==> config.mk <==
export PLATFORM = sky130hd
export DESIGN_NAME = lcgsbc_ram
export DESIGN_NICKNAME = d
export VERILOG_FILES = /design/src/sv/lcgsbc_ram.sv
export SDC_FILE = /design/constraint.sdc
export NUM_CORES = 2
export LEC_CHECK = 0
export ABC_CLOCK_PERIOD_IN_PS = 2150
export BUFFER_PORTS_ARGS = -buffer_cell sky130_fd_sc_hd__buf_2
export CAP_MARGIN = 10
export CELL_PAD_IN_SITES_DETAIL_PLACEMENT = 1
export CELL_PAD_IN_SITES_GLOBAL_PLACEMENT = 1
export CORE_MARGIN = 8
export CORE_UTILIZATION = 38
export CTS_CLUSTER_SIZE = 16
export DETAILED_ROUTE_END_ITERATION = 16
export PLACE_DENSITY_LB_ADDON = 0.08
export SLEW_MARGIN = 20
export SYNTH_ARGS = -nofsm -noshare
export SYNTH_HDL_FRONTEND = slang
export SYNTH_SLANG_ARGS = --single-unit
==> constraint.sdc <==
create_clock -name clk -period 2.15 [get_ports clk]
set_input_delay 0.215 -clock clk [delete_from_list [all_inputs] [get_ports clk]]
set_output_delay 0.215 -clock clk [all_outputs]
set_load 0.005 [all_outputs]
==> src/sv/lcgsbc_ram.sv <==
`timescale 1ns / 1ps
// generic single-write, single-read ram with registered read data
// no dependencies
module lcgsbc_ram #(
  parameter int WIDTH = 8,
  parameter int DEPTH = 256
) (
  input  logic                     clk,
  input  logic                     we,
  input  logic [$clog2(DEPTH)-1:0] waddr,
  input  logic [WIDTH-1:0]         wdata,
  input  logic                     re,
  input  logic [$clog2(DEPTH)-1:0] raddr,
  output logic [WIDTH-1:0]         rdata
);

  logic [WIDTH-1:0] mem [DEPTH];

  always_ff @(posedge clk) begin
    if (we) begin
      mem[waddr] <= wdata;
    end
    if (re) begin
      rdata <= mem[raddr];
    end
  end

endmodule

Yosys cells after proc, flatten, opt, wreduce, memory -nomap -nowiden
Memory sizes are Yosys's and may differ from the RTL's. A register that Yosys moved wholly into a read port is not among the register bits. Index checks and enable logic that the tools add are counted.

Mux-type cells: 2.

Operators with widths (count): 1-bit two-way mux (2).

Flip-flop bits (word level): 0. RAM bits: 2048. Input bits: 27. Output and inout port bits: 8. Word-level logic and storage cells: 3. Memories: 1.

Memories: mem (words 256, bits a word 8, read ports 1, clocked after memory_dff 1, write ports 1, RTL line 17) `logic [WIDTH-1:0] mem [DEPTH];`.

Longest topological paths before layout
Depth after elaboration: 2. Gate-level depth with buffers: 11. Gate-level depth less buffers: 6.

Worst setup path after synthesis
OpenSTA, ideal clock, no wires.

Path kind: in2reg. Start point: input raddr[0]. End point: register rdata[2], read port of mem, data pin. Setup time: 0.269 ns. Arrival time: 2.022 ns. Required time: 1.881 ns. Setup slack: -0.141 ns. Cell stages on the path: 9. Buffers on the path: 4. Cell sequence: buf_6 -> buf_12 -> buf_8 -> buf_2 -> mux4_2 -> a22oi_1 -> a21oi_1 -> nor4_1 -> nor4_2.

RTL lines: start: declaration (RTL line 13) `input logic [$clog2(DEPTH)-1:0] raddr,`; end: declaration (RTL line 14) `output logic [WIDTH-1:0] rdata`.

==> flow_metrics.py <==
metrics = {
    "cts": {
        "cts_root_buffer": "clkbuf_16",
        "cts-buffers-inserted": 216,
        "cts_setup_buffers": 0,
        "cts_tree": "yes",
        "clk_path_buf_depth": 3,
        "cts.sinks": 2056,
        "cts_max_level": 4,
        "cts.clk_slew.worst_paths_ps": 60,
        "clk_latency_ps": 860,
    },
    "floorplan": {
        "ios": 35,
        "dieArea_um2": 224000,
        "core_um2": 209000,
        "fp.dieW_um": 474,
        "die_h_um": 474,
        "start_util_pct": 38.1,
        "rows": 168,
    },
    "synthesis": {
        "syn-num-nets": 3760,
        "yosysUniqueCellTypes": 54,
        "avgSynthCellArea_um2": 21.3,
        "ys_top_cells_by_area": "edfxtp_1 (78%), mux4_2 (13%), mux2i_1 (1.7%)",
        "synth-edff-count": 2056,
        "synth_most_common_cell": "edfxtp_1",
        "synth-async-reset-ratio_pct": 0,
        "ys_warn_count": 0,
        "yosysTopAreaCell": "edfxtp_1",
        "synth-seq-area-share_pct": 77.5,
        "syn_inst": 3733,
        "synth-seq-cells": 2056,
        "synthTopCellsByCount": "edfxtp_1 (2056), mux4_2 (454), nor2_1 (282)",
        "synthesis.area_um2": 79600,
        "synth_top_area_share_pct": 77.5,
        "ys.flop_type": "edfxtp_1",
    },
    "placement": {
        "dp_slack_ps": -1390,
        "port-buffer-count": 34,
        "dp_hpwl_um": 162000,
        "gp_congestion": 0.840,
    },
    "layout": {
        "fill_cells": 19248,
        "drive_gt1_share_pct": 35.3,
        "nets": 4579,
        "area_delta_synth_final_pct": 21.5,
    },
    "timing": {
        "period_needed_ps": 2360,
        "max_freq_ghz": 0.424,
        "tns_ps": -1160,
        "setup_viol": 8,
        "setup_slack_ps": -210,
        "hold_violations": 0,
        "slew_violations": 0,
        "period_share_pct": 110,
        "finalClockSkew_ps": 32.0,
        "rsz0062_at_grt": "true",
        "worst_slew_pin_slew_ps": 893,
        "max_slew_margin_pct": 40.5,
    },
    "global_routing": {
        "antenna_found_initial": 14,
        "grt_pass1_wl_um": 340000,
        "grt_use_total_pct": 21.2,
        "grt_max_degree": 96,
        "grt_pass1_vias": 44548,
        "grt_overflow": 0,
    },
    "worst_hold_path": {
        "holdPathStages": 4,
        "min_to": "mem[163][0]",
        "hold_path_class": "in2reg",
        "hp-start": "waddr[1]",
    },
    "status": {
        "violations": "setup timing",
        "status": "finished, violations left",
    },
    "drt": {
        "drt_first_pass_iters": 5,
        "drc": 0,
        "ant_nets": 0,
        "viasPerCell": 5.48,
        "routed_wl_um": 241000,
        "drtIter0Drc": 4093,
        "routedWlPerCell_um": 31.9,
        "num_vias": 41359,
    },
    "worst_setup_path": {
        "r2r-end": "rdata[4]",
        "crit_path_end_kind": "flop",
        "worst-setup-path-type": "reg2reg",
        "critPathMaxFanout": 1,
        "rr_worst_depth": 6,
        "r2r-start": "mem[138][4]",
        "reg2reg_setup_slack_ps": -210,
        "critPathLaunchType": "flop",
        "crit_arrival_ps": 2940,
        "required_ps": 2730,
    },
    "power_and_ir_drop": {
        "ir_worst_vdd_uv": 820,
        "p_leak_nw": 31.4,
        "powerDensity_nw_per_um2": 883,
    },
    "job": {
        "max-cap-violations": 0,
    },
}
## critical path: stages (launching register included)
cell and delay [ps]:
edfxtp_1 370, mux4_2 510, mux4_2 550, nor2_4 140, a2111oi_4 70, nor3_4 380
nor4_2 60
## cells by family after synthesis
logic type	synth area share (%)
flip-flops	77.5
multiplexers	14.6
AND/OR/NAND/NOR	2.63
AO/OA/AOI/OAI	3.42
buffers and inverters	1.83
## flip-flops by register name (all words and copies together), names as in the netlist
name / cells
rdata: 8
mem: 2048
## where the power goes
| part | switching, mW | internal (mW) |
|---|---|---|
| registers | 0.0676 | 44.2 |
| logic | 3.12 | 2.08 |
| clock network | 15.5 | 20.6 |
## how the worst max path moves through the flow
| stage | startpoint | endpoint | slack [ps] | cells after the start |
|---|---|---|---|---|
| global placement | raddr[0] | rdata[5] | -1560 | 10 |
| CTS | mem[139][4] | rdata[4] | -270 | 6 |
| detailed placement | raddr[0] | rdata[3] | -1390 | 10 |
| floorplan | raddr[0] | rdata[0] | -20 | 9 |
| finish | mem[138][4] | rdata[4] | -210 | 6 |
| global route | mem[211][3] | rdata[3] | -250 | 7 |
## per-stage QoR
step                utilization (%)  hold slack, ps  power (mW)  instance area (µm²)  instances
floorplan                         -             314        47.3                79900       3733
global placement               42.7             656        50.1                89300       7131
detailed placement             42.8             669        50.2                89300       7131
CTS                            46.2             118        86.5                96500       7534
global route                   46.3             185        88.0                96800       7538
finish                         46.3             198        85.5                96800       7541
## layout make-up
cell class                 count  area (µm²)  area share [%]
timing repair buffer         834        7630            7.88
multi-input combinational   1442       17100            17.7
clock inverter               133        1130            1.17
inverter                       2        7.51         0.00776
clock buffer                 262        5660            5.85
sequential                  2056       61700            63.8
tap                         2805        3510            3.63
antenna                        7        17.5          0.0181
## routing by layer
layer	part of all wire, %	vias to the layer above	GRT usage, %	wire length (µm)
met4	2.8	0	5.68	6780
met2	49	1139	35.2	117000
met1	43	22543	29.4	105000
li1	-	17366	-	-
met5	0	-	0	0
met3	5.1	311	3.30	12400
## timing repair
action	4_1_cts	5_1_grt
endpoints found under the setup margin	8	8
hold endpoints to repair	354	0
pin swaps	20	20
hold buffers	9	0
resized for setup	51	54
## cells in the final DEF, fill, tap and decap left out, types with 8 or more instances in the layout
cell type      netlist  routed
a211oi_1            16       8
dlygate4sd3_1        0       9
mux2i_1            134     134
o21ai_0             10      10
buf_4               27     683
o221ai_1            46      44
nor4_2               3      14
edfxtp_1          2056    2056
a21oi_2              0       8
nand3_1             34      32
buf_12               8     105
o22ai_1             28      28
clkinv_1             1      66
nor2_1             282     274
a22oi_2              0      10
nand2b_1             8       8
a211oi_2             0       8
o211ai_1            10      10
bufinv_16            0      16
mux4_2             454     455
nand4_1             10      10
clkbuf_16            0     220
a21oi_1             96      88
clkinv_2             0      38
buf_2               31      22
nor2b_1             31      24
a22oi_1            133     123
nor3_1              22      12
nand2_1             33      33
clkbuf_1           111      42
Power figures use the tool's default switching activity.
