$ cat src/sv/lcgsbc_pkg.sv
`timescale 1ns / 1ps
// shared types and constants of the lcg substitution byte cipher
// no dependencies
package lcgsbc_pkg;

  localparam int ALPHABET   = 256;
  localparam int IDX_W      = $clog2(ALPHABET);
  localparam int SEED_W     = 32;
  localparam int ITER_W     = 16;
  localparam int CFG_IDX_W  = 2;
  localparam int CFG_DATA_W = 32;

  localparam logic [SEED_W-1:0] LCG_MUL = 32'h0808_8405;
  localparam logic [SEED_W-1:0] LCG_INC = 32'h0000_0001;

  localparam logic [SEED_W-1:0] TABLE_SEED_RST = 32'd6011979;
  localparam logic [ITER_W-1:0] TABLE_ITER_RST = 16'd1024;
  localparam logic [SEED_W-1:0] STREAM_SEED_RST = 32'd24031979;

  localparam logic [IDX_W-1:0] CNT_LAST = IDX_W'(ALPHABET - 1);

  localparam logic [CFG_IDX_W-1:0] CFG_TABLE_SEED  = 2'd0;
  localparam logic [CFG_IDX_W-1:0] CFG_TABLE_ITER  = 2'd1;
  localparam logic [CFG_IDX_W-1:0] CFG_STREAM_SEED = 2'd2;
  localparam logic [CFG_IDX_W-1:0] CFG_DIRECTION   = 2'd3;

  localparam logic KIND_BUILD = 1'b0;
  localparam logic KIND_DATA  = 1'b1;
  localparam logic DIR_DECODE = 1'b1;

  typedef enum logic [2:0] {
    LCG_HOLD,
    LCG_SHUF_LOAD,
    LCG_SHUF_STEP,
    LCG_KEY_STEP,
    LCG_KEY_RESTART
  } lcg_op_t;

  typedef enum logic [3:0] {
    ST_INIT,
    ST_IDLE,
    ST_DRAW_A,
    ST_DRAW_B,
    ST_RD_A,
    ST_RD_B,
    ST_WR_A,
    ST_WR_B,
    ST_INV,
    ST_INV_TAIL,
    ST_BUILD_OUT,
    ST_DATA_KEY,
    ST_DATA_RD,
    ST_DATA_OUT
  } state_t;

  typedef struct packed {
    logic             kind;
    logic [IDX_W-1:0] data;
    logic             msg_start;
    logic             msg_end;
  } item_t;

  typedef struct packed {
    logic [IDX_W-1:0] data;
    logic             end_flag;
    logic             build_done;
  } result_t;

  typedef struct packed {
    logic             we;
    logic [IDX_W-1:0] waddr;
    logic [IDX_W-1:0] wdata;
    logic             re;
    logic [IDX_W-1:0] raddr;
  } ram_req_t;

endpackage

$ cat src/sv/lcgsbc_lcg.sv
`timescale 1ns / 1ps
// shared lcg step unit holding the shuffle and keystream seeds
// depends on lcgsbc_pkg
module lcgsbc_lcg (
  input  logic                           clk,
  input  logic                           rst,
  input  lcgsbc_pkg::lcg_op_t            op,
  input  logic [lcgsbc_pkg::SEED_W-1:0]  table_seed,
  input  logic [lcgsbc_pkg::SEED_W-1:0]  stream_seed,
  output logic [lcgsbc_pkg::IDX_W-1:0]   next_top,
  output logic [lcgsbc_pkg::IDX_W-1:0]   key_byte
);
  import lcgsbc_pkg::*;

  logic [SEED_W-1:0] shuf_seed;
  logic [SEED_W-1:0] ks_seed;
  logic [SEED_W-1:0] src;
  logic [SEED_W-1:0] product;
  logic [SEED_W-1:0] stepped;

  always_comb begin
    case (op)
      LCG_KEY_RESTART: src = stream_seed;
      LCG_SHUF_STEP:   src = shuf_seed;
      default:         src = ks_seed;
    endcase
  end

  assign product  = src * LCG_MUL;
  assign stepped  = product + LCG_INC;
  assign next_top = stepped[SEED_W-1 -: IDX_W];
  assign key_byte = ks_seed[SEED_W-1 -: IDX_W];

  always_ff @(posedge clk) begin
    if (rst) begin
      shuf_seed <= '0;
      ks_seed   <= '0;
    end else begin
      case (op)
        LCG_SHUF_LOAD:   shuf_seed <= table_seed;
        LCG_SHUF_STEP:   shuf_seed <= stepped;
        LCG_KEY_STEP:    ks_seed   <= stepped;
        LCG_KEY_RESTART: ks_seed   <= stepped;
        default: ;
      endcase
    end
  end

endmodule

$ cat config.mk
export PLATFORM = sky130hd
export DESIGN_NAME = lcgsbc_lcg
export DESIGN_NICKNAME = d
export VERILOG_FILES = /design/src/sv/lcgsbc_pkg.sv /design/src/sv/lcgsbc_lcg.sv
export SDC_FILE = /design/constraint.sdc
export NUM_CORES = 1
export LEC_CHECK = 0
export BUFFER_PORTS_ARGS = -buffer_cell sky130_fd_sc_hd__clkbuf_2
export CORE_MARGIN = 4
export CORE_UTILIZATION = 60
export DETAILED_ROUTE_END_ITERATION = 16
export GPL_TIMING_DRIVEN = 0
export HOLD_SLACK_MARGIN = 0.1
export PLACE_DENSITY = 0.83
export SLEW_MARGIN = 0
export SYNTH_ARGS = -nofsm -noshare
export SYNTH_HDL_FRONTEND = slang
export SYNTH_SLANG_ARGS = --single-unit
export TNS_END_PERCENT = 30
$ cat constraint.sdc
create_clock -name clk -period 16.1 [get_ports clk]
set_clock_uncertainty 0.2 [all_clocks]
set_input_delay 3.22 -clock clk [delete_from_list [all_inputs] [get_ports clk]]
set_output_delay 3.22 -clock clk [all_outputs]
set_load 0.05 [all_outputs]
# Word-level counts from Yosys, hierarchy flattened
# Index checks and enable logic that the tools add are counted.
# op_classes
addsub	1
n_eq_ne	4
mux	2
multipliers	1
n_reduce_logical	2
# op_table
operator	count
case mux 32 bit (2 select lines)	2
adder 32 x 1 -> 32 bit, second input constant	1
multiplier 32 x 28 -> 32 bit, second input constant	1
equality test 3 x 2 -> 1 bit, second input constant	2
equality test 3 x 1 -> 1 bit, second input constant	1
equality test 3 bit, second input constant	1
nonzero test 2 bit	1
OR reduction 2 bit	1
# word_totals
input_bits	69
word_cells	12
ff_bits	64

# Depth between registers and ports, before layout
# Gate-level depths: netlist (run 1).
# logic_depth
ltp_word	5
mapped_depth	27
ltp_nobuf	23

# Least setup slack after synthesis (run 1)
# No wires, ideal clock.
# synth_path
path_kind	input to output
from	input port op[1]
to	output port next_top[6] in the netlist's numbering
path_buffers	5
slack_ns	4.152
t_arrival_ns	8.528
required_ns	12.680
path_stages	26
cell_sequence	buf_4 > nor2_1 > and2_1 > nor2_1 > clkbuf_1 > clkbuf_1 > nand2_1 > nand2_1 > ha_1 > inv_1 > fa_1 > inv_1 > fa_1 > inv_1 > fa_1 > inv_1 > ha_1 > clkbuf_1 > a21o_1 > a21oi_1 > o21ai_0 > o31a_4 > o41ai_4 > nor2b_1 > xnor2_1 > buf_4
# synth_via
elab_chain_cells	4
# synth_lines
element	line_no	rtl
start: declaration	lcgsbc_lcg.sv:7	input lcgsbc_pkg::lcg_op_t op,
equality test 3 x 2 -> 1 bit / equality test 3 bit (equally long branches)	lcgsbc_lcg.sv:22	case (op)
case mux 32 bit (2 select lines) (*)	lcgsbc_lcg.sv:22	
multiplier 32 x 28 -> 32 bit (*)	lcgsbc_lcg.sv:29	assign product = src * LCG_MUL;
adder 32 x 1 -> 32 bit (*)	lcgsbc_lcg.sv:30	assign stepped = product + LCG_INC;
end: declaration	lcgsbc_lcg.sv:10	output logic [lcgsbc_pkg::IDX_W-1:0] next_top,
# Mark *: on every way between the ends. The rest lies on a longest branch, timed or not.

# Final worst setup path (run 1)
# layout_path
from	input port op[2]
to	output port next_top[5] in the netlist's numbering
# Same word-level chain as after synthesis.

==> flow_summary.json, run 1 <==
{
  "cts.path.max_buffers": 2,
  "crit_slowest_cell": "clkbuf_1",
  "cts_buffers": 9,
  "antenna_found_initial": 0,
  "synthCells": 930,
  "core_area_mm2": 0.0121,
  "synth.most_common_cell": "inv_1",
  "vias": 7235,
  "synth_adder_area_share_pct": 32.6,
  "insertedDiodeCount": 0,
  "synth_area_per_cell_um2": 8.07,
  "synth-seq-cells": 64,
  "hold_viol_final": 0,
  "holdBufCountCts": 0,
  "fin_crit_sh_pct": 85.7,
  "grt_pass1_vias": 7129,
  "grt_pass1_wl_um": 36200,
  "end_kind": "primary output",
  "ir_drop_uv": 158,
  "hp-class": "register to register",
  "tightest_slew_ns": 1.14,
  "die_y_um": 120,
  "path_class": "input pin to primary output",
  "min_period_ns": 13.80,
  "worstPathArrival_ns": 10.38,
  "synth.yosys.seq_area_share_pct": 17.1,
  "grt_use_met1_pct": 40.6,
  "maxSlewViolCount": 0,
  "drc_errors": 0,
  "cts_resized": 0,
  "status": "completed",
  "max_slew_margin_pct": 23.2,
  "rows": 40,
  "hpwl_um": 17900,
  "wl_per_cell_um": 19.5,
  "die-area_mm2": 0.0144,
  "leakagePower_nw": 4.26,
  "synth_xor_area_share_pct": 3.83,
  "die_w_um": 120,
  "grt_max_degree": 13,
  "syn-num-nets": 1165,
  "rsz0062_at_grt": "false",
  "routabilityCongestion": 0.950,
  "area_growth_pct": 12.0,
  "muxShareOfSynthArea_pct": 0.483,
  "synthesis.area_mm2": 0.00751,
  "setup_ws_ns": 2.30,
  "fill_cells": 1037,
  "grt_util_met2_pct": 54.2,
  "cts_root_buffer": "clkbuf_16",
  "fmax_mhz": 72.5,
  "synth_top_area_share_pct": 19.5,
  "io_pins": 85,
  "drv_cap": 0,
  "setup_viol": 0,
  "synth_top_family_by_area": "adder cells",
  "wirelength_um": 23300,
  "via_per_inst": 6.05,
  "tns_ns": 0,
  "crit_top_cell": "inv_1",
  "track_usage_pct": 32.8,
  "synth_warnings": 0,
  "synth.area.top_cells": "ha_1 (19%), dfxtp_1 (17%), fa_1 (13%)",
  "synth_cell_types": 75,
  "power_mw": 1.62,
  "grt_use_met3_pct": 8.15,
  "cts_setup_buffers": 0,
  "io_buffer_count": 82,
  "grt-ovfl-total": 0,
  "grt-busiest-layer": "met2",
  "path_clk_slew_ns": 0.06,
  "synth_flop_cell": "dfxtp_1",
  "setup.worst_path.start_class": "input pin",
  "nets": 1258,
  "path_max_fanout": 10,
  "synth_edf_count": 0,
  "start_util_pct": 62.0,
  "yosysTopAreaCell": "ha_1",
  "cts_tree": "built",
  "ys_async_sr_fraction_pct": 0,
  "first_pass_iters": 6,
  "insertion_delay_ns": 0.35,
  "synth_compound_area_share_pct": 20.8,
  "whs_ns": 0.252,
  "synthTopCellsByCount": "inv_1 (144), nand2_1 (124), ha_1 (117), a21oi_1 (69), dfxtp_1 (64)",
  "drt_iter0_drc": 652,
  "dp_worst_setup_slack_ns": 2.51,
  "ant_nets": 0,
  "crit_required_ns": 12.68,
  "r2r_setup_slack_ns": 10.38,
  "drive_gt1_share_pct": 13.9,
  "cts_max_level": 3,
  "cts.sinks": 64,
  "synthSimpleGateAreaFrac_pct": 14.1,
  "max_stage_delay_ns": 0.60,
  "power_density_mw_per_mm2": 193
}
==> worst max-delay path: cells and delay by family <==
kind / cells / cell delay [ns]
buffers and inverters: 12 / 2.57
adders and majority gates: 5 / 2.06
and+or+nand+nor: 6 / 1.45
AOI/OAI and AO/OA: 4 / 0.80
xor gates and xnor gates: 1 / 0.27
==> state kept, by name, indices dropped and copies added (netlist names) <==
name and flops:
ks_seed 32, shuf_seed 32
==> layout make-up <==
class                   count  area [um^2]  share of cell area, %
flip-flops and latches     64         1280                   15.2
clock buffers              10          239                   2.84
well taps                 168          210                   2.50
clock inverters             6         45.0                  0.535
multi-input cells         664         5390                   64.0
inverters                 145          544                   6.47
plain buffers              57          295                   3.51
repair buffers             82          410                   4.88
==> where the power goes <==
part           total [mW]  switching [mW]  internal, mW
Sequential          0.200          0.0170         0.183
Combinational        1.23           0.788         0.447
Clock               0.190          0.0812         0.109
Total                1.62           0.886         0.739
==> path summary, 6_finish.rpt <==
path                     from          end  cells past startpoint
hold / removal    ks_seed[15]  ks_seed[15]                      2
setup reg to reg   ks_seed[4]  ks_seed[31]                     20
hold reg to reg   ks_seed[15]  ks_seed[15]                      2
setup / recovery        op[2]  next_top[5]                     28
==> logic make-up (layout without fill, tap and decap cells) <==
kind of cell	Yosys count	in the layout
xor+xnor	32	32
compound gates	224	224
fa+ha+maj	166	166
mux	3	3
simple gates	239	239
buf+inv	202	300
flops	64	64
==> layer usage <==
layer | routed length [um] | up-vias
met5 | 0 | -
met4 | 1100 | 0
met3 | 2790 | 91
met2 | 10700 | 431
met1 | 8720 | 3395
li1 | - | 3318
==> placed cells by master, fill, tap and decap left out, drive strengths merged, types with 24 or more instances in the layout <==
| master | count |
|---|---|
| o21ai | 39 |
| buf | 24 |
| a21oi | 73 |
| inv | 145 |
| dfxtp | 64 |
| nand2 | 124 |
| clkbuf | 125 |
| ha | 117 |
| fa | 49 |
| nor2 | 53 |
==> through the flow <==
| stage | util [%] | cell area (um^2) | std cells |
|---|---|---|---|
| floorplan | - | 7510 | 930 |
| finish | 69.5 | 8410 | 1196 |
| detailed placement | 67.1 | 8130 | 1180 |
| CTS | 69.5 | 8410 | 1196 |
| global placement | 67.1 | 8130 | 1180 |
| global route | 69.5 | 8410 | 1196 |
Note: power is estimated with default switching activity, not from simulation.
==> run 2, diff against run 1 <==
- CORE_UTILIZATION: 60 -> 45
- PLACE_DENSITY: 0.83 -> 0.65
==> run 2 against run 1 <==
  * Combinational power is essentially flat
  * Final cell count up 4.0%
  * Critical path depth did not move
  * Design area grew 1.3%
  * Fmax fell by 1.5%
  * Global-route usage is 6.9 points lower
  * Largest power group unchanged
  * Clock-buffer cell count stayed put
  * Largest cell class unchanged
==> flow_summary.json, run 2 (synthesized netlist as in run 1, its figures left out) <==
{
  "status": "completed",
  "insertedDiodeCount": 0,
  "cts_tree": "built",
  "track_usage_pct": 25.9,
  "vias": 6941,
  "cts_resized": 0,
  "cts.path.max_buffers": 2,
  "final_common_cell": "inv_1",
  "drt_iter0_drc": 537,
  "grt-ovfl-total": 0,
  "tightest_slew_ns": 1.25,
  "max_slew_margin_pct": 16.1,
  "ant_nets": 0,
  "io_buffer_count": 82,
  "setup.worst_path.start_class": "input pin",
  "placedInstanceArea_mm2": 0.00819,
  "setup_viol": 0,
  "routabilityCongestion": 0.917,
  "first_pass_iters": 5,
  "maxSlewViolCount": 0,
  "power_mw": 1.65,
  "drc_errors": 0,
  "rows": 46,
  "path_max_fanout": 10,
  "die-area_mm2": 0.0188,
  "crit_required_ns": 12.68,
  "io_pins": 85,
  "grt_max_degree": 13,
  "core_area_mm2": 0.0161,
  "reg.largest.list": "ks_seed (32), shuf_seed (32)",
  "path_clk_slew_ns": 0.06,
  "max_stage_delay_ns": 0.62,
  "drv_cap": 0,
  "cts_root_buffer": "clkbuf_16",
  "fin_crit_sh_pct": 87.1,
  "via_per_inst": 5.58,
  "most-common-layout-cells": "inv_1 (144), nand2_1 (124), ha_1 (117)",
  "crit_slowest_cell": "clkbuf_1",
  "drive_gt1_share_pct": 13.9,
  "cts_setup_buffers": 0,
  "fmax_mhz": 71.4,
  "insertion_delay_ns": 0.34,
  "tns_ns": 0,
  "hp-class": "register to register",
  "nets": 1258,
  "end_kind": "primary output",
  "cts.sinks": 64,
  "setup_ws_ns": 2.08,
  "cts_max_level": 3,
  "leakagePower_nw": 4.29,
  "holdBufCountCts": 0,
  "fill_cells": 1601,
  "die_y_um": 137,
  "rsz0062_at_grt": "false",
  "area_growth_pct": 13.5,
  "path_class": "input pin to primary output",
  "start_util_pct": 46.6,
  "grt_pass1_vias": 6634,
  "hpwl_um": 18800,
  "final_area_mm2": 0.00852,
  "die_w_um": 137,
  "dp_worst_setup_slack_ns": 2.32,
  "power_density_mw_per_mm2": 194,
  "hold_viol_final": 0,
  "ir_drop_uv": 330,
  "wl_per_cell_um": 19.3,
  "fin_util_pct": 52.9,
  "cts_buffers": 9,
  "wirelength_um": 24100,
  "antenna_found_initial": 0,
  "crit_top_cell": "inv_1",
  "worstPathArrival_ns": 10.60,
  "grt_pass1_wl_um": 36600,
  "min_period_ns": 14.02
}
-- run 2: cell types whose count changed in the layout (fill, tap and decap cells not counted) --
cell	before	now
clkinv_2	1	0
bufinv_16	0	2
clkinvlp_4	3	2
-- run 2: through the flow --
stage	hold slack, ns	cells
after CTS	0.247	1244
after global routing	0.266	1244
after floorplan	0.227	930
after detailed placement	0.239	1228
after global placement	0.233	1228
final	0.249	1244
-- run 2: path summary, 6_finish.rpt --
kind / from / end / slack (ns) / depth (start not counted)
worst max-delay path: op[2] / next_top[5] / 2.08 / 28
worst max register to register: shuf_seed[6] / shuf_seed[30] / 10.45 / 19
worst min-delay path: ks_seed[15] / ks_seed[15] / 0.25 / 2
worst min register to register: ks_seed[15] / ks_seed[15] / 0.25 / 2
-- run 2: cell type report --
type | count | area [um^2] | area share, %
well taps | 216 | 270 | 3.17
flip-flops and latches | 64 | 1280 | 15.0
repair buffers | 82 | 410 | 4.82
plain buffers | 57 | 295 | 3.46
multi-input cells | 664 | 5390 | 63.2
clock inverters | 6 | 92.6 | 1.09
clock buffers | 10 | 239 | 2.80
inverters | 145 | 544 | 6.39
-- run 2: routing by layer --
layer	vias up	share of wire, %	track usage (%)
met2	294	46	42.1
met3	61	7.8	5.55
met5	-	0	0
li1	3316	-	-
met4	0	4.1	9.15
met1	3270	43	34.0
-- run 2: worst max-delay path, delay by kind of cell --
family                   cells  cell delay (ns)
XOR/XNOR                     1             0.28
AO/OA/AOI/OAI                4             0.83
adder cells (fa/ha/maj)      5             2.06
buffers and inverters       12             2.63
AND/OR/NAND/NOR              6             1.55
-- run 2: where the power goes --
group | leakage [nW] | switching [mW] | internal (mW)
clock | 0.155 | 0.0807 | 0.140
combinational | 3.61 | 0.787 | 0.445
sequential | 0.525 | 0.0165 | 0.183
