## config.mk

```make
export PLATFORM = sky130hd
export DESIGN_NAME = lcgsbc_ctrl
export DESIGN_NICKNAME = d
export VERILOG_FILES = /design/src/sv/lcgsbc_pkg.sv /design/src/sv/lcgsbc_ctrl.sv
export SDC_FILE = /design/constraint.sdc
export NUM_CORES = 1
export LEC_CHECK = 0
export ABC_AREA = 1
export BUFFER_PORTS_ARGS = -buffer_cell sky130_fd_sc_hd__buf_2
export CAP_MARGIN = 20
export CORE_MARGIN = 1
export CORE_UTILIZATION = 45
export CTS_BUF_LIST = sky130_fd_sc_hd__clkbuf_2
export DETAILED_ROUTE_END_ITERATION = 12
export PLACE_DENSITY_LB_ADDON = 0.25
export RECOVER_POWER = 50
export SLEW_MARGIN = 40
export SYNTH_ARGS = -nofsm -noshare
export SYNTH_HDL_FRONTEND = slang
export SYNTH_SLANG_ARGS = --single-unit
```

## constraint.sdc

```tcl
create_clock -name clk -period 2.3 [get_ports clk]
set_input_delay 0.46 -clock clk [delete_from_list [all_inputs] [get_ports clk]]
set_output_delay 0.46 -clock clk [all_outputs]
set_load 0.01 [all_outputs]
```

## src/sv/lcgsbc_pkg.sv

```systemverilog
`timescale 1ns / 1ps
// shared types and constants of the lcg substitution byte cipher
// no dependencies
package lcgsbc_pkg;

  localparam int ALPHABET   = 256;
  localparam int IDX_W      = $clog2(ALPHABET);
  localparam int SEED_W     = 32;
  localparam int ITER_W     = 16;
  localparam int CFG_IDX_W  = 2;
  localparam int CFG_DATA_W = 32;

  localparam logic [SEED_W-1:0] LCG_MUL = 32'h0808_8405;
  localparam logic [SEED_W-1:0] LCG_INC = 32'h0000_0001;

  localparam logic [SEED_W-1:0] TABLE_SEED_RST = 32'd6011979;
  localparam logic [ITER_W-1:0] TABLE_ITER_RST = 16'd1024;
  localparam logic [SEED_W-1:0] STREAM_SEED_RST = 32'd24031979;

  localparam logic [IDX_W-1:0] CNT_LAST = IDX_W'(ALPHABET - 1);

  localparam logic [CFG_IDX_W-1:0] CFG_TABLE_SEED  = 2'd0;
  localparam logic [CFG_IDX_W-1:0] CFG_TABLE_ITER  = 2'd1;
  localparam logic [CFG_IDX_W-1:0] CFG_STREAM_SEED = 2'd2;
  localparam logic [CFG_IDX_W-1:0] CFG_DIRECTION   = 2'd3;

  localparam logic KIND_BUILD = 1'b0;
  localparam logic KIND_DATA  = 1'b1;
  localparam logic DIR_DECODE = 1'b1;

  typedef enum logic [2:0] {
    LCG_HOLD,
    LCG_SHUF_LOAD,
    LCG_SHUF_STEP,
    LCG_KEY_STEP,
    LCG_KEY_RESTART
  } lcg_op_t;

  typedef enum logic [3:0] {
    ST_INIT,
    ST_IDLE,
    ST_DRAW_A,
    ST_DRAW_B,
    ST_RD_A,
    ST_RD_B,
    ST_WR_A,
    ST_WR_B,
    ST_INV,
    ST_INV_TAIL,
    ST_BUILD_OUT,
    ST_DATA_KEY,
    ST_DATA_RD,
    ST_DATA_OUT
  } state_t;

  typedef struct packed {
    logic             kind;
    logic [IDX_W-1:0] data;
    logic             msg_start;
    logic             msg_end;
  } item_t;

  typedef struct packed {
    logic [IDX_W-1:0] data;
    logic             end_flag;
    logic             build_done;
  } result_t;

  typedef struct packed {
    logic             we;
    logic [IDX_W-1:0] waddr;
    logic [IDX_W-1:0] wdata;
    logic             re;
    logic [IDX_W-1:0] raddr;
  } ram_req_t;

endpackage

```

## src/sv/lcgsbc_ctrl.sv

```systemverilog
`timescale 1ns / 1ps
// sequencer: table clearing sweep, swap shuffle, inverse derivation, byte path
// depends on lcgsbc_pkg
module lcgsbc_ctrl (
  input  logic                          clk,
  input  logic                          rst,
  input  logic                          s_tvalid,
  output logic                          s_tready,
  input  lcgsbc_pkg::item_t             item,
  input  logic [lcgsbc_pkg::ITER_W-1:0] table_iterations,
  input  logic                          direction,
  output lcgsbc_pkg::lcg_op_t           lcg_op,
  input  logic [lcgsbc_pkg::IDX_W-1:0]  next_top,
  input  logic [lcgsbc_pkg::IDX_W-1:0]  key_byte,
  output lcgsbc_pkg::ram_req_t          fwd_req,
  input  logic [lcgsbc_pkg::IDX_W-1:0]  fwd_rdata,
  output lcgsbc_pkg::ram_req_t          inv_req,
  input  logic [lcgsbc_pkg::IDX_W-1:0]  inv_rdata,
  output logic                          res_valid,
  input  logic                          res_ready,
  output lcgsbc_pkg::result_t           res
);
  import lcgsbc_pkg::*;

  state_t            state;
  state_t            state_next;
  logic [IDX_W-1:0]  cnt;
  logic [ITER_W-1:0] iter_cnt;
  logic [IDX_W-1:0]  idx_a;
  logic [IDX_W-1:0]  idx_b;
  logic [IDX_W-1:0]  val_a;
  logic [IDX_W-1:0]  inv_idx;
  logic              inv_pend;
  logic              building;
  item_t             cur;
  logic              accept;

  assign accept = s_tvalid && s_tready;

  // next state
  always_comb begin
    state_next = state;
    case (state)
      ST_IDLE: begin
        if (accept) begin
          state_next = (item.kind == KIND_DATA) ? ST_DATA_KEY : ST_INIT;
        end
      end
      ST_INIT: begin
        if (cnt == CNT_LAST) begin
          if (!building) begin
            state_next = ST_IDLE;
          end else if (iter_cnt == '0) begin
            state_next = ST_INV;
          end else begin
            state_next = ST_DRAW_A;
          end
        end
      end
      ST_DRAW_A: state_next = ST_DRAW_B;
      ST_DRAW_B: begin
        if (next_top != idx_a) begin
          state_next = ST_RD_A;
        end
      end
      ST_RD_A: state_next = ST_RD_B;
      ST_RD_B: state_next = ST_WR_A;
      ST_WR_A: state_next = ST_WR_B;
      ST_WR_B: state_next = (iter_cnt == ITER_W'(1)) ? ST_INV : ST_DRAW_A;
      ST_INV: begin
        if (cnt == CNT_LAST) begin
          state_next = ST_INV_TAIL;
        end
      end
      ST_INV_TAIL: state_next = ST_BUILD_OUT;
      ST_BUILD_OUT: begin
        if (res_ready) begin
          state_next = ST_IDLE;
        end
      end
      ST_DATA_KEY: state_next = ST_DATA_RD;
      ST_DATA_RD:  state_next = ST_DATA_OUT;
      ST_DATA_OUT: begin
        if (res_ready) begin
          state_next = ST_IDLE;
        end
      end
      default: state_next = ST_IDLE;
    endcase
  end

  // outputs
  always_comb begin
    s_tready  = 1'b0;
    lcg_op    = LCG_HOLD;
    fwd_req   = '0;
    inv_req   = '0;
    res_valid = 1'b0;
    res       = '0;
    case (state)
      ST_IDLE: begin
        s_tready = 1'b1;
        if (s_tvalid && item.kind == KIND_BUILD) begin
          lcg_op = LCG_SHUF_LOAD;
        end
      end
      ST_INIT: begin
        fwd_req.we    = 1'b1;
        fwd_req.waddr = cnt;
        fwd_req.wdata = cnt;
        inv_req.we    = 1'b1;
        inv_req.waddr = cnt;
        inv_req.wdata = cnt;
      end
      ST_DRAW_A: lcg_op = LCG_SHUF_STEP;
      ST_DRAW_B: lcg_op = LCG_SHUF_STEP;
      ST_RD_A: begin
        fwd_req.re    = 1'b1;
        fwd_req.raddr = idx_a;
      end
      ST_RD_B: begin
        fwd_req.re    = 1'b1;
        fwd_req.raddr = idx_b;
      end
      ST_WR_A: begin
        fwd_req.we    = 1'b1;
        fwd_req.waddr = idx_a;
        fwd_req.wdata = fwd_rdata;
      end
      ST_WR_B: begin
        fwd_req.we    = 1'b1;
        fwd_req.waddr = idx_b;
        fwd_req.wdata = val_a;
      end
      ST_INV: begin
        fwd_req.re    = 1'b1;
        fwd_req.raddr = cnt;
      end
      ST_BUILD_OUT: begin
        res_valid      = 1'b1;
        res.build_done = 1'b1;
      end
      ST_DATA_KEY: lcg_op = cur.msg_start ? LCG_KEY_RESTART : LCG_KEY_STEP;
      ST_DATA_RD: begin
        if (direction == DIR_DECODE) begin
          inv_req.re    = 1'b1;
          inv_req.raddr = cur.data ^ key_byte;
        end else begin
          fwd_req.re    = 1'b1;
          fwd_req.raddr = cur.data;
        end
      end
      ST_DATA_OUT: begin
        res_valid    = 1'b1;
        res.data     = (direction == DIR_DECODE) ? inv_rdata : (fwd_rdata ^ key_byte);
        res.end_flag = cur.msg_end;
      end
      default: ;
    endcase
    // inverse entry write comes in the cycle after its forward read
    if (inv_pend) begin
      inv_req.we    = 1'b1;
      inv_req.waddr = fwd_rdata;
      inv_req.wdata = inv_idx;
    end
  end

  always_ff @(posedge clk) begin
    if (rst) begin
      state    <= ST_INIT;
      cnt      <= '0;
      building <= 1'b0;
      inv_pend <= 1'b0;
    end else begin
      state    <= state_next;
      inv_pend <= (state == ST_INV);
      case (state)
        ST_IDLE: begin
          if (accept && item.kind == KIND_BUILD) begin
            building <= 1'b1;
            cnt      <= '0;
          end
        end
        ST_INIT: cnt <= cnt + 1'b1;
        ST_INV:  cnt <= cnt + 1'b1;
        ST_BUILD_OUT: begin
          if (res_ready) begin
            building <= 1'b0;
          end
        end
        default: ;
      endcase
    end
  end

  always_ff @(posedge clk) begin
    case (state)
      ST_IDLE: begin
        if (accept) begin
          cur      <= item;
          iter_cnt <= table_iterations;
        end
      end
      ST_DRAW_A: idx_a    <= next_top;
      ST_DRAW_B: idx_b    <= next_top;
      ST_RD_B:   val_a    <= fwd_rdata;
      ST_WR_B:   iter_cnt <= iter_cnt - 1'b1;
      ST_INV:    inv_idx  <= cnt;
      default: ;
    endcase
  end

  a_no_accept_with_result: assert property (@(posedge clk) disable iff (rst)
    res_valid |-> !s_tready)
    else $error("input accepted while a result is pending");

  a_swap_distinct: assert property (@(posedge clk) disable iff (rst)
    (state == ST_RD_A) |-> (idx_a != idx_b))
    else $error("swap indices are equal");

  a_swap_no_inv_write: assert property (@(posedge clk) disable iff (rst)
    (state == ST_WR_A || state == ST_WR_B) |-> !inv_req.we)
    else $error("inverse table written during a swap");

  a_data_latency: assert property (@(posedge clk) disable iff (rst)
    (accept && item.kind == KIND_DATA) |-> ##3 res_valid)
    else $error("data result not ready three cycles after transfer");

endmodule

```

# After elaboration in Yosys (flattened, before gate mapping)
# Index checks and enable logic that the tools add are counted.
op_classes:
  addsub: 2
  n_eq_ne: 23
  mux: 32
  bitwise_logic: 3
  reduce_logical: 16
op_table:
  columns: ["cell", "count"]
  rows:
  - ["case mux 4 bit (13 select lines)", 1]
  - ["case mux 17 bit (3 select lines)", 1]
  - ["2-to-1 mux 4 bit", 9]
  - ["2-to-1 mux 9 bit", 4]
  - ["case mux 9 bit (4 select lines)", 1]
  - ["2-to-1 mux 17 bit", 2]
  - ["case mux 16 bit (2 select lines)", 1]
  - ["equality test 4 bit, second input constant", 6]
  - ["equality test 16 x 1 -> 1 bit, second input constant", 1]
  - ["equality test 4 x 3 -> 1 bit, second input constant", 4]
  - ["logical NOT 16 bit", 1]
  - ["2-to-1 mux 16 bit", 1]
  - ["2-to-1 mux 8 bit", 2]
  - ["case mux 8 bit (2 select lines)", 1]
  - ["subtractor 16 x 1 -> 16 bit, second input constant", 1]
  - ["bitwise XOR 8 bit", 2]
  - ["!= test 2 bit, second input constant", 6]
  - ["case mux 3 bit (3 select lines)", 1]
  - ["adder 8 x 1 -> 8 bit, second input constant", 1]
  - ["equality test 4 x 2 -> 1 bit, second input constant", 2]
  - ["equality test 8 bit, second input constant", 1]
  - ["!= test 8 bit", 1]
  - ["2-to-1 mux 1 bit", 6]
  - ["AND reduction 2 bit", 3]
  - ["11 further kinds", 17]
totals:
  ff_bits: 72
  in_bits: 64
  output_inout_bits: 67
  wordCells: 88

# Depth between registers and ports, before layout
# Gate-level depths: netlist of the first run.
depth:
  word_depth: 6
  mapped_depth: 11
  depth_no_buf: 11

# Worst setup path after synthesis of the first run
# Ideal clock, no wire load.
synth_path:
  kind: "register to register"
  start: "register state[0]"
  end: "register iter_cnt[0] (enable)"
  setup_time_ns: 0.411
  arrival_ns: 2.003
  t_required_ns: 1.889
  slack_ns: -0.114
  stages_incl_launch_ff: 5
  path_buffers: 0
  period_less_slack_ns: 2.414
  cell_sequence: "dfxtp_1 inv_2 nor2_1 nand2_1 o21ai_0"
synth_between:
  elab_chain_cells: 5
  elab_cells_between_ends: 7
  cone_classes: "3 x eq/ne; 1 x mux; 3 x reduce/logical"
synth_rtl:
  columns: ["item", "line_no", "source"]
  rows:
  - ["start, declared", "lcgsbc_ctrl.sv:25", "state_t state;"]
  - ["start signal, assigned", "lcgsbc_ctrl.sv:175", "state <= state_next;"]
  - ["equality test 4 x 1 -> 1 bit", "lcgsbc_ctrl.sv:100, lcgsbc_ctrl.sv:197", null]
  - ["2-to-1 mux 1 bit", "lcgsbc_ctrl.sv:100", "case (state)"]
  - ["logical AND 1 bit", "lcgsbc_ctrl.sv:38", "assign accept = s_tvalid && s_tready;"]
  - ["!= test 2 bit (no line)", null, null]
  - ["AND reduction 2 bit (no line) (*)", null, null]
  - ["end signal, assigned", "lcgsbc_ctrl.sv:201", "iter_cnt <= table_iterations;"]
  - ["end signal, assigned", "lcgsbc_ctrl.sv:207", "ST_WR_B: iter_cnt <= iter_cnt - 1'b1;"]
  - ["end, declared", "lcgsbc_ctrl.sv:28", "logic [ITER_W-1:0] iter_cnt;"]
# Mark *: on every way between the ends. The rest lies on a longest branch, timed or not.
# A chain may end at the register's enable or synchronous reset.

==> results of run 1 <==
## layer usage
metal  track usage [%]  vias to the layer above  share of wire (%)
met3              4.74                       37                7.4
met2              43.2                      210                 47
met1              37.0                     2134                 44
met5                 0                        -                  0
li1                  -                     2185                  -
met4              10.4                        0                2.4
## what timing repair did
| action | CTS | global route |
|---|---|---|
| setup buffers | 17 | 13 |
| resized for setup | 73 | 74 |
| pin swaps | 6 | 22 |
| setup endpoints to repair | 58 | 59 |
| cloned | 5 | 0 |
| hold buffers | 0 | 0 |
## power by group through the flow
stage	Sequential [uW]	Clock (uW)	Combinational, uW
after floorplan	1600	0	518
after global placement	1620	0	811
after detailed placement	1620	0	816
after CTS	1600	924	929
after global routing	1620	971	1190
final	1610	929	1080
## state kept, by name, summed over array words and instances (netlist names)
| name | flops |
|---|---|
| iter_cnt | 16 |
| cur | 10 |
| cnt | 8 |
| idx_a | 8 |
| idx_b | 8 |
| inv_idx | 8 |
| val_a | 8 |
| state | 4 |
| building | 1 |
| inv_pend | 1 |
## synthesized netlist by cell type, drive strengths merged
library cell	count	area share, %
a31oi	5	0.72
o21ai	35	4.0
nand2	164	15
nand4	5	0.72
buf	4	0.46
edfxtp	58	40
nor3	4	0.46
nand3	19	2.6
a221o	2	0.46
o221ai	5	1.0
o22ai	6	0.87
xor2	3	0.61
a21oi	23	2.7
clkbuf	5	0.43
and3	1	0.14
o21bai	1	0.17
a221oi	1	0.20
inv	88	7.6
dfxtp	14	6.5
a211oi	1	0.17
o2111ai	3	0.61
xnor2	21	4.2
nor2	77	7.5
or2	1	0.14
ha	4	1.2
o211ai	9	1.6
## cells by family after synthesis
logic type                 count (synthesis)  synth area share [%]
AOI/OAI and AO/OA                         91                  12.5
xor gates and xnor gates                  24                  4.85
adders and majority gates                  4                  1.16
buffers and inverters                     97                  8.52
DFF                                       72                  46.7
and+or+nand+nor                          271                  26.3
## final timing paths
| check | start | to | depth (start not counted) |
|---|---|---|---|
| worst max-delay path | state[1] | fwd_req[11] | 7 |
| worst min-delay path | item[9] | cur[9] | 1 |
| worst max register to register | state[2] | state[1] | 10 |
| worst min register to register | cnt[7] | inv_idx[7] | 0 |
## area by class of cell
class                           count  area (um2)
Clock inverter                      7         110
Sequential cell                    72        2040
Fill cell                         777        3140
Tap cell                          129         161
Timing Repair Buffer              172        1070
Timing Repair inverter              1        8.76
Inverter                           88         368
Multi-Input combinational cell    391        2340
Clock buffer                        9        45.0
## per-stage QoR
| stage | utilization (%) | hold slack (ns) | TNS [ns] |
|---|---|---|---|
| after floorplan | - | 0.452 | 0 |
| after global routing | 66.2 | 0.0795 | -4.05 |
| after global placement | 55.7 | 0.488 | 0 |
| after detailed placement | 55.7 | 0.489 | 0 |
| final | 66.2 | 0.0872 | -1.87 |
| after CTS | 62.4 | 0.0944 | -1.73 |
## critical path, delay by kind of cell, from the launching register on
kind            cells  cell delay [ns]
simple gates        2             0.21
compound gates      1             0.33
flops               1             0.42
buf+inv             4             0.51
==> results.py, run 1 <==
metrics = {
    "status": {
        "status": "finished with violations",
        "violations": "negative setup slack",
    },
    "pwr": {
        "swShare_pct": 33.8,
        "seqPwrFrac_pct": 44.4,
        "pwr-share-clk_pct": 25.7,
        "p_leak_uw": 0.00285,
        "power_uw": 3620,
        "p_int_uw": 2400,
        "power.density_nw_per_um2": 589,
        "p_switching_uw": 1220,
        "p_comb_share_pct": 30.0,
        "vdd_drop_max_uv": 423,
    },
    "clock_tree": {
        "cts-buffers-inserted": 9,
        "worstSkewPairLatency_ns": 0.53,
        "cts_sinks": 72,
        "cts_tree": "built",
        "clock_path_buffers": 2,
        "cts_root_buf": "clkbuf_2",
        "htreeDepth": 3,
        "clkTransAtPathRegs_ns": 0.21,
    },
    "critical_path": {
        "end_kind": "output port",
        "crit_arrival_ns": 1.97,
        "worst-path-max-fanout": 7,
        "r2r_slack_ns": 0.34,
        "cp.required_ns": 1.84,
        "slowest_stage": "dfxtp_4",
        "cp-start-kind": "register",
        "cpPeakStageDelay_ns": 0.42,
        "path_cells": "inv_2 > nor2_4 > nand2_2 > buf_8 > inv_1 > a221o_1 > buf_2",
        "criticalPathCategory": "reg2out",
    },
    "global_route": {
        "grt_overflow": 0,
        "grt_max_degree": 17,
        "antenna_found_initial": 0,
        "grt_pass1_vias": 4203,
        "grt_pass1_wl_mm": 20.8,
        "track_usage_pct": 27.1,
    },
    "hold_path": {
        "holdCritPathClass": "in2reg",
    },
    "floorplanning": {
        "die_w_um": 100,
        "coreArea_um2": 9280,
        "die_area_um2": 10000,
        "num_io_pins": 131,
        "start_util_pct": 46.7,
        "row_count": 35,
        "die_h_um": 100,
    },
    "placement": {
        "gp_congestion": 1.00,
        "placed_cells": 818,
        "place_area_um2": 5170,
        "port_buffers": 130,
        "dpl_worst_slack_ns": 0.138,
        "dp_hpwl_mm": 9.84,
    },
    "timing": {
        "drv_slew": 0,
        "finalCriticalPeriod_ns": 2.43,
        "setup_ws_ns": -0.135,
        "final-setup-viol-count": 27,
        "clock.fmax_ghz": 0.411,
        "hold_viol": 0,
        "fin_skew_ns": 0.0218,
        "slew_headroom_pct": 69.4,
        "rsz0062_at_grt": "yes",
        "fin_crit_sh_pct": 106,
        "worst_pin_slew_ns": 0.457,
    },
    "finish": {
        "syn2layout_area_growth_pct": 41.9,
        "n_antenna_cell": 0,
        "design_area_um2": 6150,
        "layout_common_cells": "136 x nand2_1, 112 x buf_2, 73 x inv_1, 58 x nor2_1, 58 x edfxtp_1",
        "mostFrequentLayoutCell": "nand2_1",
        "fin_nets": 803,
        "drive_gt1_share_pct": 35.4,
        "final_cells": 869,
    },
    "synthesis": {
        "synth_warnings": 0,
        "synthCells": 559,
        "syn_area_um2": 4330,
        "yosysSeqAreaShare_pct": 46.7,
        "synth.distinct_cells": 34,
        "syn_avg_cell_area_um2": 7.75,
        "synth_fp_nets": 627,
        "yosys_register_bits": 72,
    },
    "flow_run": {
        "cap_violations": 0,
    },
    "route": {
        "detail_route.iter0.violations": 393,
        "wl_per_cell_um": 16.2,
        "vias_per_cell": 5.25,
        "drtPass1Iterations": 5,
        "drc": 0,
        "ant_nets": 0,
        "num_vias": 4566,
        "totalWireLength_mm": 14.0,
    },
}
Note: power is estimated with default switching activity, not from simulation.
==> run 2, diff against run 1 <==
--- a/config.mk
+++ b/config.mk
@@ -8,12 +8,13 @@
 export ABC_AREA = 1
 export BUFFER_PORTS_ARGS = -buffer_cell sky130_fd_sc_hd__buf_2
 export CAP_MARGIN = 20
+export CELL_PAD_IN_SITES_DETAIL_PLACEMENT = 0
+export CELL_PAD_IN_SITES_GLOBAL_PLACEMENT = 1
 export CORE_MARGIN = 1
-export CORE_UTILIZATION = 45
+export CORE_UTILIZATION = 35
 export CTS_BUF_LIST = sky130_fd_sc_hd__clkbuf_2
 export DETAILED_ROUTE_END_ITERATION = 12
 export PLACE_DENSITY_LB_ADDON = 0.25
-export RECOVER_POWER = 50
 export SLEW_MARGIN = 40
 export SYNTH_ARGS = -nofsm -noshare
 export SYNTH_HDL_FRONTEND = slang
==> run 2 against run 1 <==
The run still ends with negative setup slack left. Clock power shrank 12%. Flip-flop and latch count stayed put. Worst setup slack improved by 0.070 ns. Via count down 6.7%. Critical path type unchanged. Sequential share of layout area up 1.1 points.
==> results.py, run 2 (synthesized netlist as in run 1, its figures left out) <==
metrics = {
    "status": {
        "status": "finished with violations",
        "violations": "negative setup slack",
    },
    "critical_path": {
        "crit_path_frequent_cell": "nor2_4",
        "r2r_slack_ns": 0.40,
        "path_cells": "nor2_4 > buf_6 > nand2_8 > nor2_4 > inv_1 > o211ai_1 > buf_2",
        "criticalPathCategory": "reg2out",
        "end_kind": "output port",
        "cp.required_ns": 1.84,
        "cp-start-kind": "register",
        "r2r-end": "state[1]",
        "cpPeakStageDelay_ns": 0.42,
        "crit_arrival_ns": 1.90,
        "worstRegToRegCells": 9,
        "worst-path-max-fanout": 12,
        "timing.rr.start": "state[1]",
        "slowest_stage": "dfxtp_4",
    },
    "hold_path": {
        "hold-path-cell-count": 1,
        "worstHoldStart": "item[4]",
        "min_delay_worst_endpoint": "cur[4]",
        "holdCritPathClass": "in2reg",
    },
    "timing": {
        "worst_pin_slew_ns": 0.582,
        "final-setup-viol-count": 34,
        "hold_viol": 0,
        "drv_slew": 0,
        "fin_setup_tns_ns": -1.15,
        "fin_skew_ns": 0.0243,
        "slew_headroom_pct": 61.2,
        "rsz0062_at_grt": "yes",
        "setup_ws_ns": -0.0645,
        "finalCriticalPeriod_ns": 2.36,
        "fin_crit_sh_pct": 103,
        "clock.fmax_ghz": 0.423,
    },
    "clock_tree": {
        "cts_sinks": 72,
        "htreeDepth": 3,
        "cts-buffers-inserted": 9,
        "clock_path_buffers": 2,
        "worstSkewPairLatency_ns": 0.55,
        "cts_root_buf": "clkbuf_2",
        "clkTransAtPathRegs_ns": 0.19,
        "cts_tree": "built",
    },
    "finish": {
        "n_antenna_cell": 0,
        "largest_reg_flops": 16,
        "layout_common_cells": "140 x nand2_1, 129 x buf_2, 75 x inv_1, 58 x edfxtp_1, 54 x nor2_1",
        "drive_gt1_share_pct": 34.0,
        "syn2layout_area_growth_pct": 37.0,
        "regMostFlops": "iter_cnt",
        "fin_nets": 796,
        "largest_registers": "iter_cnt: 16 flops, cur: 10 flops",
        "final_cells": 901,
        "design_area_um2": 5940,
        "mostFrequentLayoutCell": "nand2_1",
    },
    "global_route": {
        "antenna_found_initial": 0,
        "grt_pass1_vias": 4029,
        "grt_pass1_wl_mm": 20.5,
        "grt_overflow": 0,
        "track_usage_pct": 21.2,
        "grt_max_degree": 21,
    },
    "floorplanning": {
        "coreArea_um2": 12100,
        "die_h_um": 113,
        "num_io_pins": 131,
        "die_area_um2": 12800,
        "row_count": 40,
        "die_w_um": 113,
        "start_util_pct": 35.9,
    },
    "placement": {
        "place_area_um2": 5280,
        "dp_hpwl_mm": 10.3,
        "placed_cells": 863,
        "port_buffers": 130,
        "dpl_worst_slack_ns": 0.166,
        "gp_congestion": 0.886,
    },
    "route": {
        "ant_nets": 0,
        "vias_per_cell": 4.73,
        "drtPass1Iterations": 4,
        "num_vias": 4258,
        "wl_per_cell_um": 14.7,
        "detail_route.iter0.violations": 191,
        "drc": 0,
        "totalWireLength_mm": 13.2,
    },
    "pwr": {
        "power.density_nw_per_um2": 579,
        "vdd_drop_max_uv": 418,
        "p_leak_uw": 0.00280,
    },
    "flow_run": {
        "cap_violations": 0,
    },
}
-- run 2: cell count changes in the layout (fill, tap and decap cells not counted), moves of 6 or more --
cell	previous run	this run
o21ai_0	23	17
o21ai_1	8	17
dlygate4sd3_1	0	7
clkbuf_1	16	0
buf_2	112	129
-- run 2: final cells by class --
cell class	count	area (um2)
clock buffers	11	55.1
clock inverters	5	71.3
fillers	1191	6120
inverters	88	343
multi-input cells	390	2200
flip-flops and latches	72	2040
well taps	168	210
repair buffers	167	1020
-- run 2: metal layers --
metal,track usage [%],part of all wire [%]
met2,34.5,48
met1,28.5,47
met4,5.18,0.81
met3,4.98,4.5
met5,0,0
-- run 2: critical path, delay by kind of cell (launching register included) --
family | cells | cell delay [ns]
AOI/OAI and AO/OA | 1 | 0.09
buffers and inverters | 3 | 0.38
DFF | 1 | 0.42
and+or+nand+nor | 3 | 0.47
-- run 2: worst max path at each step --
stage / end / startpoint / slack [ns] / cells past startpoint
floorplan: iter_cnt[0] / state[2] / 0.27 / 7
CTS: fwd_req[0] / state[2] / -0.11 / 7
finish: fwd_req[22] / state[0] / -0.06 / 7
global placement: fwd_req[24] / state[0] / 0.23 / 6
global route: fwd_req[22] / state[0] / -0.23 / 7
detailed placement: fwd_req[24] / state[0] / 0.17 / 6
-- run 2: through the flow --
stage	util, %	total power (uW)	hold WS (ns)
detailed placement	43.8	2470	0.505
global route	49.2	3620	0.00337
floorplan	-	2110	0.452
finish	49.2	3440	0.0870
CTS	47.5	3400	0.00984
global placement	43.8	2460	0.492
-- run 2: where the power goes --
part / internal, uW / switching (uW) / total, uW
combinational: 404 / 616 / 1020
sequential: 1510 / 92.8 / 1600
clock: 359 / 456 / 815
-- run 2: repair_timing --
item / CTS / global route
resized for setup: 65 / 43
setup endpoints to repair: 62 / 61
pin swaps: 8 / 4
buffers inserted: 12 / 2
hold buffers: 0 / 7
endpoints found under the hold margin: 0 / 7
gates cloned: 1 / 0
